## src/rtl/pidc_pkg.sv

```systemverilog
`timescale 1ns / 1ps
// ----------------------------------------------------------------------------
// pidc_pkg: shared types and constants of the clamped PID controller
// Widths of the fixed-point datapath, register indexes and the symmetric
// clamp function used by the integral and the drive.
// ----------------------------------------------------------------------------
package pidc_pkg;

    // sample and gain formats
    localparam int SAMPLE_WIDTH   = 16;
    localparam int GAIN_FRAC_BITS = 8;
    localparam int GAIN_W         = 16;
    localparam int LIMIT_W        = 31;
    localparam int DRIVE_W        = 32;

    // derived datapath widths
    localparam int ERR_W   = SAMPLE_WIDTH + 1;     // reference - feedback
    localparam int DIFF_W  = ERR_W + 1;            // error - previous error
    localparam int PROD_W  = ERR_W + GAIN_W;       // error * gain
    localparam int DPROD_W = DIFF_W + GAIN_W;      // difference * kd
    // wide enough for P + D + integral + last drive with no overflow
    localparam int ACC_W   = ((DPROD_W > DRIVE_W) ? DPROD_W : DRIVE_W) + 3;

    // configuration register indexes
    localparam int CFG_IDX_W = 3;
    localparam logic [CFG_IDX_W-1:0] CFG_KP        = 3'd0;
    localparam logic [CFG_IDX_W-1:0] CFG_KI        = 3'd1;
    localparam logic [CFG_IDX_W-1:0] CFG_KD        = 3'd2;
    localparam logic [CFG_IDX_W-1:0] CFG_INT_LIMIT = 3'd3;
    localparam logic [CFG_IDX_W-1:0] CFG_OUT_LIMIT = 3'd4;
    localparam logic [CFG_IDX_W-1:0] CFG_MODE      = 3'd5;

    // reset values of the limits
    localparam logic [LIMIT_W-1:0] INT_LIMIT_RST = 31'd800;
    localparam logic [LIMIT_W-1:0] OUT_LIMIT_RST = 31'd1000;

    // terms of one sample, already scaled down by the gain fraction
    typedef struct packed {
        logic signed [ERR_W-1:0] err;
        logic signed [ACC_W-1:0] p_term;
        logic signed [ACC_W-1:0] i_step;
        logic signed [ACC_W-1:0] d_term;
    } t_terms;

    // clamp x to [-lim, +lim]; the result always fits the drive width
    function automatic logic signed [DRIVE_W-1:0] clamp_sym(
        input logic signed [ACC_W-1:0] x,
        input logic [LIMIT_W-1:0]      lim
    );
        logic signed [ACC_W-1:0] hi;
        logic signed [ACC_W-1:0] lo;
        hi = $signed(ACC_W'(lim));
        lo = -hi;
        if (x > hi) begin
            return hi[DRIVE_W-1:0];
        end else if (x < lo) begin
            return lo[DRIVE_W-1:0];
        end
        return x[DRIVE_W-1:0];
    endfunction

endpackage

```

## src/rtl/pidc_terms.sv

```systemverilog
`timescale 1ns / 1ps
// ----------------------------------------------------------------------------
// pidc_terms: error and gain products
// Forms the error and the P, D and integral-step terms, each product
// shifted right arithmetically by the gain fraction (floor rounding).
// ----------------------------------------------------------------------------
module pidc_terms
    import pidc_pkg::*;
(
    input  logic signed [SAMPLE_WIDTH-1:0] i_reference,
    input  logic signed [SAMPLE_WIDTH-1:0] i_feedback,
    input  logic signed [ERR_W-1:0]        i_prev_err,
    input  logic signed [GAIN_W-1:0]       i_kp,
    input  logic signed [GAIN_W-1:0]       i_ki,
    input  logic signed [GAIN_W-1:0]       i_kd,
    output t_terms                         o_terms
);

    logic signed [ERR_W-1:0]   err;
    logic signed [DIFF_W-1:0]  diff;
    logic signed [PROD_W-1:0]  p_prod;
    logic signed [PROD_W-1:0]  i_prod;
    logic signed [DPROD_W-1:0] d_prod;

    // error and its change since the last sample
    assign err  = ERR_W'(i_reference) - ERR_W'(i_feedback);
    assign diff = DIFF_W'(err) - DIFF_W'(i_prev_err);

    // three independent multiplies
    assign p_prod = PROD_W'(err) * PROD_W'(i_kp);
    assign i_prod = PROD_W'(err) * PROD_W'(i_ki);
    assign d_prod = DPROD_W'(diff) * DPROD_W'(i_kd);

    // drop the gain fraction, rounding toward minus infinity
    always_comb begin
        o_terms.err    = err;
        o_terms.p_term = ACC_W'(p_prod >>> GAIN_FRAC_BITS);
        o_terms.i_step = ACC_W'(i_prod >>> GAIN_FRAC_BITS);
        o_terms.d_term = ACC_W'(d_prod >>> GAIN_FRAC_BITS);
    end

endmodule

```

## src/rtl/pidc_accum.sv

```systemverilog
`timescale 1ns / 1ps
// ----------------------------------------------------------------------------
// pidc_accum: loop state and clamps
// Holds previous error, clamped integral and last drive; forms the
// clamped drive of the current sample and updates state on advance.
// ----------------------------------------------------------------------------
module pidc_accum
    import pidc_pkg::*;
(
    input  logic                       i_clk,
    input  logic                       i_rst_n,
    input  logic                       i_advance,
    input  t_terms                     i_terms,
    input  logic [LIMIT_W-1:0]         i_int_limit,
    input  logic [LIMIT_W-1:0]         i_out_limit,
    input  logic                       i_accum_mode,
    output logic signed [ERR_W-1:0]    o_prev_err,
    output logic signed [DRIVE_W-1:0]  o_drive
);

    logic signed [ERR_W-1:0]   r_prev_err;
    logic signed [DRIVE_W-1:0] r_integral;
    logic signed [DRIVE_W-1:0] r_last_drive;
    logic signed [DRIVE_W-1:0] n_integral;
    logic signed [ACC_W-1:0]   int_sum;
    logic signed [ACC_W-1:0]   pid_sum;
    logic signed [ACC_W-1:0]   raw_drive;

    // integral update with clamp
    assign int_sum    = ACC_W'(r_integral) + i_terms.i_step;
    assign n_integral = clamp_sym(int_sum, i_int_limit);

    // P + D + I, optionally on top of the last drive, then clamp
    assign pid_sum   = i_terms.p_term + i_terms.d_term + ACC_W'(n_integral);
    assign raw_drive = i_accum_mode ? (pid_sum + ACC_W'(r_last_drive)) : pid_sum;
    assign o_drive   = clamp_sym(raw_drive, i_out_limit);

    assign o_prev_err = r_prev_err;

    // state moves only when a sample is handed to the result register
    always_ff @(posedge i_clk) begin
        if (!i_rst_n) begin
            r_prev_err   <= '0;
            r_integral   <= '0;
            r_last_drive <= '0;
        end else if (i_advance) begin
            r_prev_err   <= i_terms.err;
            r_integral   <= n_integral;
            r_last_drive <= o_drive;
        end
    end

endmodule

```

## src/rtl/pid_controller_clamped.sv

```systemverilog
`timescale 1ns / 1ps
// ----------------------------------------------------------------------------
// pid_controller_clamped: fixed-point PID with integral and output clamp
// A request waits in the input register until its drive is registered in the
// result register; one request per cycle unless the output stalls. Loop state
// closes through multiplies and clamps between input and result registers.
// Reset: loop state zero, gains zero, limits 800 and 1000, mode 0.
// ----------------------------------------------------------------------------
module pid_controller_clamped
    import pidc_pkg::*;
(
    input  logic                        i_clk,
    input  logic                        i_rst_n,
    // configuration
    input  logic                        i_cfg_we,
    input  logic [CFG_IDX_W-1:0]        i_cfg_idx,
    input  logic [LIMIT_W-1:0]          i_cfg_data,
    // sample channel
    input  logic                        i_in_valid,
    output logic                        o_in_ready,
    input  logic signed [SAMPLE_WIDTH-1:0] i_reference,
    input  logic signed [SAMPLE_WIDTH-1:0] i_feedback,
    // drive channel
    output logic                        o_out_valid,
    input  logic                        i_out_ready,
    output logic signed [DRIVE_W-1:0]   o_drive
);

    logic signed [GAIN_W-1:0]       r_kp;
    logic signed [GAIN_W-1:0]       r_ki;
    logic signed [GAIN_W-1:0]       r_kd;
    logic [LIMIT_W-1:0]             r_int_limit;
    logic [LIMIT_W-1:0]             r_out_limit;
    logic                           r_accum_mode;

    logic                           r_in_vld;
    logic signed [SAMPLE_WIDTH-1:0] r_reference;
    logic signed [SAMPLE_WIDTH-1:0] r_feedback;
    logic                           r_out_vld;
    logic signed [DRIVE_W-1:0]      r_drive;

    logic                           advance;
    logic                           in_take;
    logic signed [ERR_W-1:0]        prev_err;
    logic signed [DRIVE_W-1:0]      drive;
    t_terms                         terms;

    // configuration registers
    always_ff @(posedge i_clk) begin
        if (!i_rst_n) begin
            r_kp         <= '0;
            r_ki         <= '0;
            r_kd         <= '0;
            r_int_limit  <= INT_LIMIT_RST;
            r_out_limit  <= OUT_LIMIT_RST;
            r_accum_mode <= 1'b0;
        end else if (i_cfg_we) begin
            case (i_cfg_idx)
                CFG_KP:        r_kp         <= $signed(i_cfg_data[GAIN_W-1:0]);
                CFG_KI:        r_ki         <= $signed(i_cfg_data[GAIN_W-1:0]);
                CFG_KD:        r_kd         <= $signed(i_cfg_data[GAIN_W-1:0]);
                CFG_INT_LIMIT: r_int_limit  <= i_cfg_data;
                CFG_OUT_LIMIT: r_out_limit  <= i_cfg_data;
                CFG_MODE:      r_accum_mode <= i_cfg_data[0];
                default: ;
            endcase
        end
    end

    // handshake: input register drains into the result register
    assign advance    = r_in_vld && (!r_out_vld || i_out_ready);
    assign o_in_ready = !r_in_vld || advance;
    assign in_take    = i_in_valid && o_in_ready;

    always_ff @(posedge i_clk) begin
        if (!i_rst_n) begin
            r_in_vld  <= 1'b0;
            r_out_vld <= 1'b0;
        end else begin
            if (o_in_ready) begin
                r_in_vld <= i_in_valid;
            end
            if (advance) begin
                r_out_vld <= 1'b1;
            end else if (i_out_ready) begin
                r_out_vld <= 1'b0;
            end
        end
    end

    // payload registers
    always_ff @(posedge i_clk) begin
        if (in_take) begin
            r_reference <= i_reference;
            r_feedback  <= i_feedback;
        end
        if (advance) begin
            r_drive <= drive;
        end
    end

    // datapath
    pidc_terms u_terms (
        .i_reference (r_reference),
        .i_feedback  (r_feedback),
        .i_prev_err  (prev_err),
        .i_kp        (r_kp),
        .i_ki        (r_ki),
        .i_kd        (r_kd),
        .o_terms     (terms)
    );

    pidc_accum u_accum (
        .i_clk        (i_clk),
        .i_rst_n      (i_rst_n),
        .i_advance    (advance),
        .i_terms      (terms),
        .i_int_limit  (r_int_limit),
        .i_out_limit  (r_out_limit),
        .i_accum_mode (r_accum_mode),
        .o_prev_err   (prev_err),
        .o_drive      (drive)
    );

    assign o_out_valid = r_out_vld;
    assign o_drive     = r_drive;

endmodule
```

## config.mk

```make
export PLATFORM = sky130hd
export DESIGN_NAME = pid_controller_clamped
export DESIGN_NICKNAME = d
export VERILOG_FILES = /design/src/rtl/pidc_pkg.sv /design/src/rtl/pidc_terms.sv /design/src/rtl/pidc_accum.sv /design/src/rtl/pid_controller_clamped.sv
export SDC_FILE = /design/constraint.sdc
export NUM_CORES = 2
export LEC_CHECK = 0
export BUFFER_PORTS_ARGS = -buffer_cell sky130_fd_sc_hd__buf_2
export CAP_MARGIN = 0
export CORE_AREA = 2 2 319 321
export CTS_BUF_LIST = sky130_fd_sc_hd__clkbuf_4 sky130_fd_sc_hd__clkbuf_8
export CTS_CLUSTER_DIAMETER = 30
export CTS_CLUSTER_SIZE = 10
export DETAILED_ROUTE_END_ITERATION = 10
export DIE_AREA = 0 0 321 323
export HOLD_SLACK_MARGIN = 0.06
export PLACE_DENSITY = 0.79
export SLEW_MARGIN = 20
export SYNTH_ARGS = -nofsm -noshare
export SYNTH_HDL_FRONTEND = slang
export SYNTH_HIERARCHICAL = 1
export SYNTH_SLANG_ARGS = --single-unit
```

## constraint.sdc

```tcl
create_clock -name i_clk -period 39.6 [get_ports i_clk]
set_input_delay 5.94 -clock i_clk [delete_from_list [all_inputs] [get_ports i_clk]]
set_output_delay 5.94 -clock i_clk [all_outputs]
set_load 0.1 [all_outputs]
```

* Word level (Yosys, flattened, before mapping)
Index checks and enable logic that the tools add are counted.
** Storage, ports and cells
- Register bits after elaboration :: 258
- Word-level logic and storage cells :: 61
** Operators by class
- $add $sub $neg :: 8
- Order comparisons :: 4
- $mul :: 3
- Reductions and logical operators :: 14
- Equality and inequality tests :: 5
- Mux-type cells :: 13
** Operators with widths (number)
- 2-to-1 mux 32 bit :: 6
- greater-than comparator 37 x 32 -> 1 bit :: 2
- less-than comparator 37 bit :: 2
- negator 31 -> 37 bit :: 2
- multiplier 17 x 16 -> 33 bit :: 2
- adder 37 x 32 -> 37 bit :: 1
- 2-to-1 mux 37 bit :: 1
- multiplier 18 x 16 -> 34 bit :: 1
- adder 27 x 32 -> 33 bit :: 1
- adder 32 x 25 -> 33 bit :: 1
- adder 25 x 26 -> 27 bit :: 1
- subtractor 17 x 17 -> 18 bit :: 1
- subtractor 16 x 16 -> 17 bit :: 1
- AND reduction 2 bit :: 6
- == test 3 x 2 -> 1 bit (second input constant) :: 2
- == test 3 bit (second input constant) :: 2
- 2-to-1 mux 1 bit :: 6
- == test 3 x 1 -> 1 bit (second input constant) :: 1
- logical NOT 3 bit :: 1
- logical AND 1 bit :: 2
- logical NOT 1 bit :: 2
- logical OR 1 bit :: 2
- nonzero test 2 bit :: 1

* Logic depth before layout (Yosys ltp)
- Depth in word-level cells :: 14
- Gate-level depth with buffers :: 95

* Modules after synthesis
The synthesis kept the hierarchy.
** Modules (own cells, without submodules)
- pidc_terms :: cells each 3598, seq. area each 0.0 µm², times used 1, area an instance 32222.2 µm²
- pidc_accum :: cells each 2219, seq. area each 1621.6 µm², times used 1, area an instance 16432.0 µm²
- pid_controller_clamped :: cells each 480, seq. area each 4184.0 µm², times used 1, area an instance 6144.6 µm²

* Worst setup path before layout
No wires, ideal clock.
- Path type :: reg2reg
- From :: reg r_feedback[0]
- To :: reg u_accum.r_last_drive[2]
- Setup time :: 117 ps
- Data required time :: 39483 ps
- Clock period less this slack :: 19000 ps
- Arrival time :: 18883 ps
- Setup slack :: 20600 ps
- Path buffers :: 8
- Stages on the path, launching flop included :: 90
- Cell sequence :: edfxtp_1 ha_1 fa_1 nor2b_1 o21ai_0 a21oi_1 o21ai_1 a21oi_1 a41o_1 o31ai_1 xnor2_1 clkbuf_1 nand2_1 fa_1 inv_1 fa_1 inv_1 fa_1 [54 not listed] a31oi_1 xnor2_1 mux2_2 ha_1 a21o_1 a21o_1 a21oi_1 o41ai_1 a21oi_1 o211a_1 and2b_1 a221oi_1 o211a_4 a21o_1 buf_2 a21oi_1 o2bb2a_1 a22o_1
** RTL lines
- from (decl) :: RTL line pid_controller_clamped.sv:38 : logic signed [SAMPLE_WIDTH-1:0] r_feedback;
- from (signal assigned) :: RTL line pid_controller_clamped.sv:95 : r_feedback <= i_feedback;
- to (signal assigned) :: RTL line pidc_accum.sv:49 : r_last_drive <= o_drive;
- to (decl) :: RTL line pidc_accum.sv:23 : logic signed [DRIVE_W-1:0] r_last_drive;

==> run summary <==
At the worst endpoint, the arrival time is 23240 ps. The detailed-route via count is 45010. TritonCTS built the clock tree.

The most common cell in the synthesized netlist is inv_1. Kind of start point of the critical path: a flop. The required arrival time at the worst endpoint was 40250 ps. The final setup violation count was 0; the netlist area before placement was 54800 sq um. The count of mapped cells out of synthesis was 6297; the area inside the core boundary was 100700 sq um.

On the final layout, the worst clock skew is 93.54 ps. The cell that appears most often on the critical path is fa_1. The I/O pin count is 105, and the H-tree depth is 3. The floorplan has 117 rows. The count of fill cells added during filler insertion is 8748, and the number of input and output port buffers inserted is 104. Layout overhead on the synthesized area: 6.341%. Entering global routing, the biggest net connects 109 pins. The worst setup path is captured at a flop. Detailed placer's ending HPWL: 125.3 mm.

The tree built by TritonCTS fans out to 258 sinks. In the final design database the tool counted 7704 nets. The initial detailed-routing violation count is 4391. Counting flops and latches in the post-synthesis netlist gives 258. The average instance in the mapped netlist occupies 8.702 sq um.

For the worst slew slack as a fraction of its limit, the log shows 0.2116. The die outline area is 103700 sq um. The detail route stage leaves a number of antenna-violating nets equal to 0. The tools report the number of DRC violations after detailed routing as 0. On the worst path, the slowest cell contributes a delay of 680 ps. The count of endpoints failing hold in the final timing report was 0. Number of global-route vias before repair: 46790. Dividing the detail-routed via count by the number of cells gives 5.911. The most frequently used flop master after synthesis was dfxtp_1. Sequential element share of the synthesized area: 0.1059. The synthesized design spends more area on one cell type than any other, namely fa_1.

The number of gates resized after CTS was 0. The peak supply drop is 73.71 uV. For this run, the detailed router's first-pass iteration total came to 8. For the maximum number of buffers from clock root to sink, the log shows 3. The run gives 0.5786 as the final cell utilization of the core. Library cell contributing the largest single delay on the critical path: o21ai_0. Share of flip-flops with an asynchronous set or reset after synthesis: 0.

The worst min-delay path class is flop to flop. Of all nets on the critical path, the largest fanout is 61. The power per unit of standard cell area works out to 56.54 nW/um^2. The share of cells above drive strength 1 works out to 0.07138.

The setup path with the least slack is of type flop to flop. Setup repair after global routing left no endpoint under its margin. By area the synthesized netlist is led by fa_1 32%, ha_1 12%, inv_1 7.3%, dfxtp_1 7.1%, nand2_1 5.5%. The flow ran to the end, and the final reports show no timing, DRC or antenna violations. Clock tree synthesis selected as its root buffer the cell clkbuf_8.

By count the netlist is led by 1066 x inv_1, 875 x fa_1, 799 x nand2_1. The remaining global-route overflow came out at 0. The clock-pin transition on the worst setup and hold timing paths is 60 ps. The die is 323 um tall. Adding up every negative setup slack in the final design gives 0 ps.

Register-to-register path setup slack: 17010 ps. The logs give 5 for the number of antenna violations at the first check in global routing and 7761 for the post-synth net total. Number of distinct library cell variants in the gate-level netlist after synthesis: 118. The share of the clock period used by the worst path came out at 0.5705. For the global-route usage over all layers, the log shows 0.3148. Detail-routed net length per standard cell: 21.18 um. For the max-capacitance violation count, the log shows 0. The effective utilization at floorplan was 0.5441.

The logs give 0 for the number of pins exceeding their max-slew limit in the final report and 27.17 nW for the standby leakage power. Once the clock tree was built, the setup fixing pass inserted 0 buffers. The total length of routed wires is 161.3 mm, and the area share of the largest cell type after synthesis is 0.3197.

Maximum clock frequency: 44.26 MHz. The count of hold-fix buffers inserted at cts is 0, and the number of flops mapped to enable cells by yosys is 64. The wire length of the first global-routing pass is 254.4 mm, and the final weighted congestion in routability-driven placement is 1.012.

The transition at the pin with the smallest max-transition slack is 1176 ps. The worst-skew pair later-pin latency came out at 770 ps. The warning count from the yosys run is 6. The horizontal die dimension works out to 321 um. The worst path needs 22590 ps of the cycle, external delays included. TritonCTS created 76 clock buffers.
[final cells by class]
cell class | instances | area (sq um) | share of cell area
clock buffer | 101 | 1328 | 0.02278
multi-input combinational | 4665 | 43880 | 0.7531
clock inverter | 41 | 566.8 | 0.009726
timing repair buffer | 170 | 1035 | 0.01776
inverter | 1069 | 4013 | 0.06886
antenna | 2 | 5.005 | 0.00008588
tap | 1309 | 1638 | 0.02811
sequential | 258 | 5806 | 0.09963
[layout by cell type (no fill, tap or decap), drive strengths merged, types with 23 or more instances in the layout]
cell type,netlist,routed
nor3,78,78
o31ai,26,26
clkbuf,210,101
xor2,64,64
nand2b,48,48
a21o,106,106
nand4,64,64
ha,518,518
buf,95,170
o21a,43,43
nor2b,108,108
a211oi,37,37
a21oi,272,272
and3,29,29
o21bai,23,23
nand2,800,800
inv,1067,1076
mux2,28,28
o21ai,184,184
fa,875,875
nor2,270,270
edfxtp,64,64
a31oi,34,34
xnor2,201,201
and2,316,316
or2,30,30
dfxtp,194,194
mux2i,165,165
nand3,78,78
[cell families after synthesis]
logic type	count (synthesis)	synth area share
AO/OA/AOI/OAI	913	0.1114
XOR/XNOR	266	0.04277
multiplexers	193	0.03589
buffers and inverters	1374	0.09834
flip-flops	258	0.1059
AND/OR/NAND/NOR	1899	0.1676
adder cells (fa/ha/maj)	1394	0.4381
[path summary, 6_finish.rpt]
check / start / endpoint / cells after the start
worst min register to register: u_accum/o_prev_err[7] / u_accum/o_prev_err[7] / 2
worst max-delay path: r_feedback[0] / u_accum/r_last_drive[16] / 80
worst min-delay path: u_accum/o_prev_err[7] / u_accum/o_prev_err[7] / 2
worst max register to register: r_feedback[0] / u_accum/r_last_drive[16] / 80
[power breakdown]
part | switching [mW] | internal (mW)
combinational | 1.62 | 0.843
clock | 0.173 | 0.296
sequential | 0.0339 | 0.327
total | 1.83 | 1.46
[state kept, by name, summed over array words and instances (netlist names)]
name	flops
r_kp	16
r_feedback	16
r_in_vld	1
r_out_limit	31
u_accum/r_integral	32
r_kd	16
r_reference	16
u_accum/o_prev_err	17
r_int_limit	31
r_ki	16
r_accum_mode	1
u_accum/r_last_drive	32
o_drive	32
o_out_valid	1
[worst max-delay path, delay by kind of cell (launching register included)]
kind            cells  cell delay, ps
compound gates     36            9530
flops               1             370
xor+xnor            5            1010
mux                 2             700
simple gates       14            2970
fa+ha+maj          15            6260
buf+inv             8            1550
[through the flow]
step	area, sq um	total power [mW]	hold WS, ps	worst slack [ps]	cells
finish	58270	3.295	492.2	17010	7615
global route	58270	3.525	517.8	15660	7614
global placement	56370	2.723	471.9	17790	7471
CTS	58260	3.235	495.9	17200	7613
detailed placement	56370	2.749	483.6	17330	7471
floorplan	54800	2.104	433.5	20600	6297
[per-layer routing]
| metal | GRT usage | up-vias | wire length [um] |
|---|---|---|---|
| met3 | 0.06749 | 450 | 14950 |
| met2 | 0.4985 | 2259 | 72520 |
| met4 | 0.1553 | 4 | 8205 |
| li1 | - | 20080 | - |
| met5 | 0 | - | 26 |
| met1 | 0.4103 | 22230 | 65590 |
(Power assumes the default switching activity.)
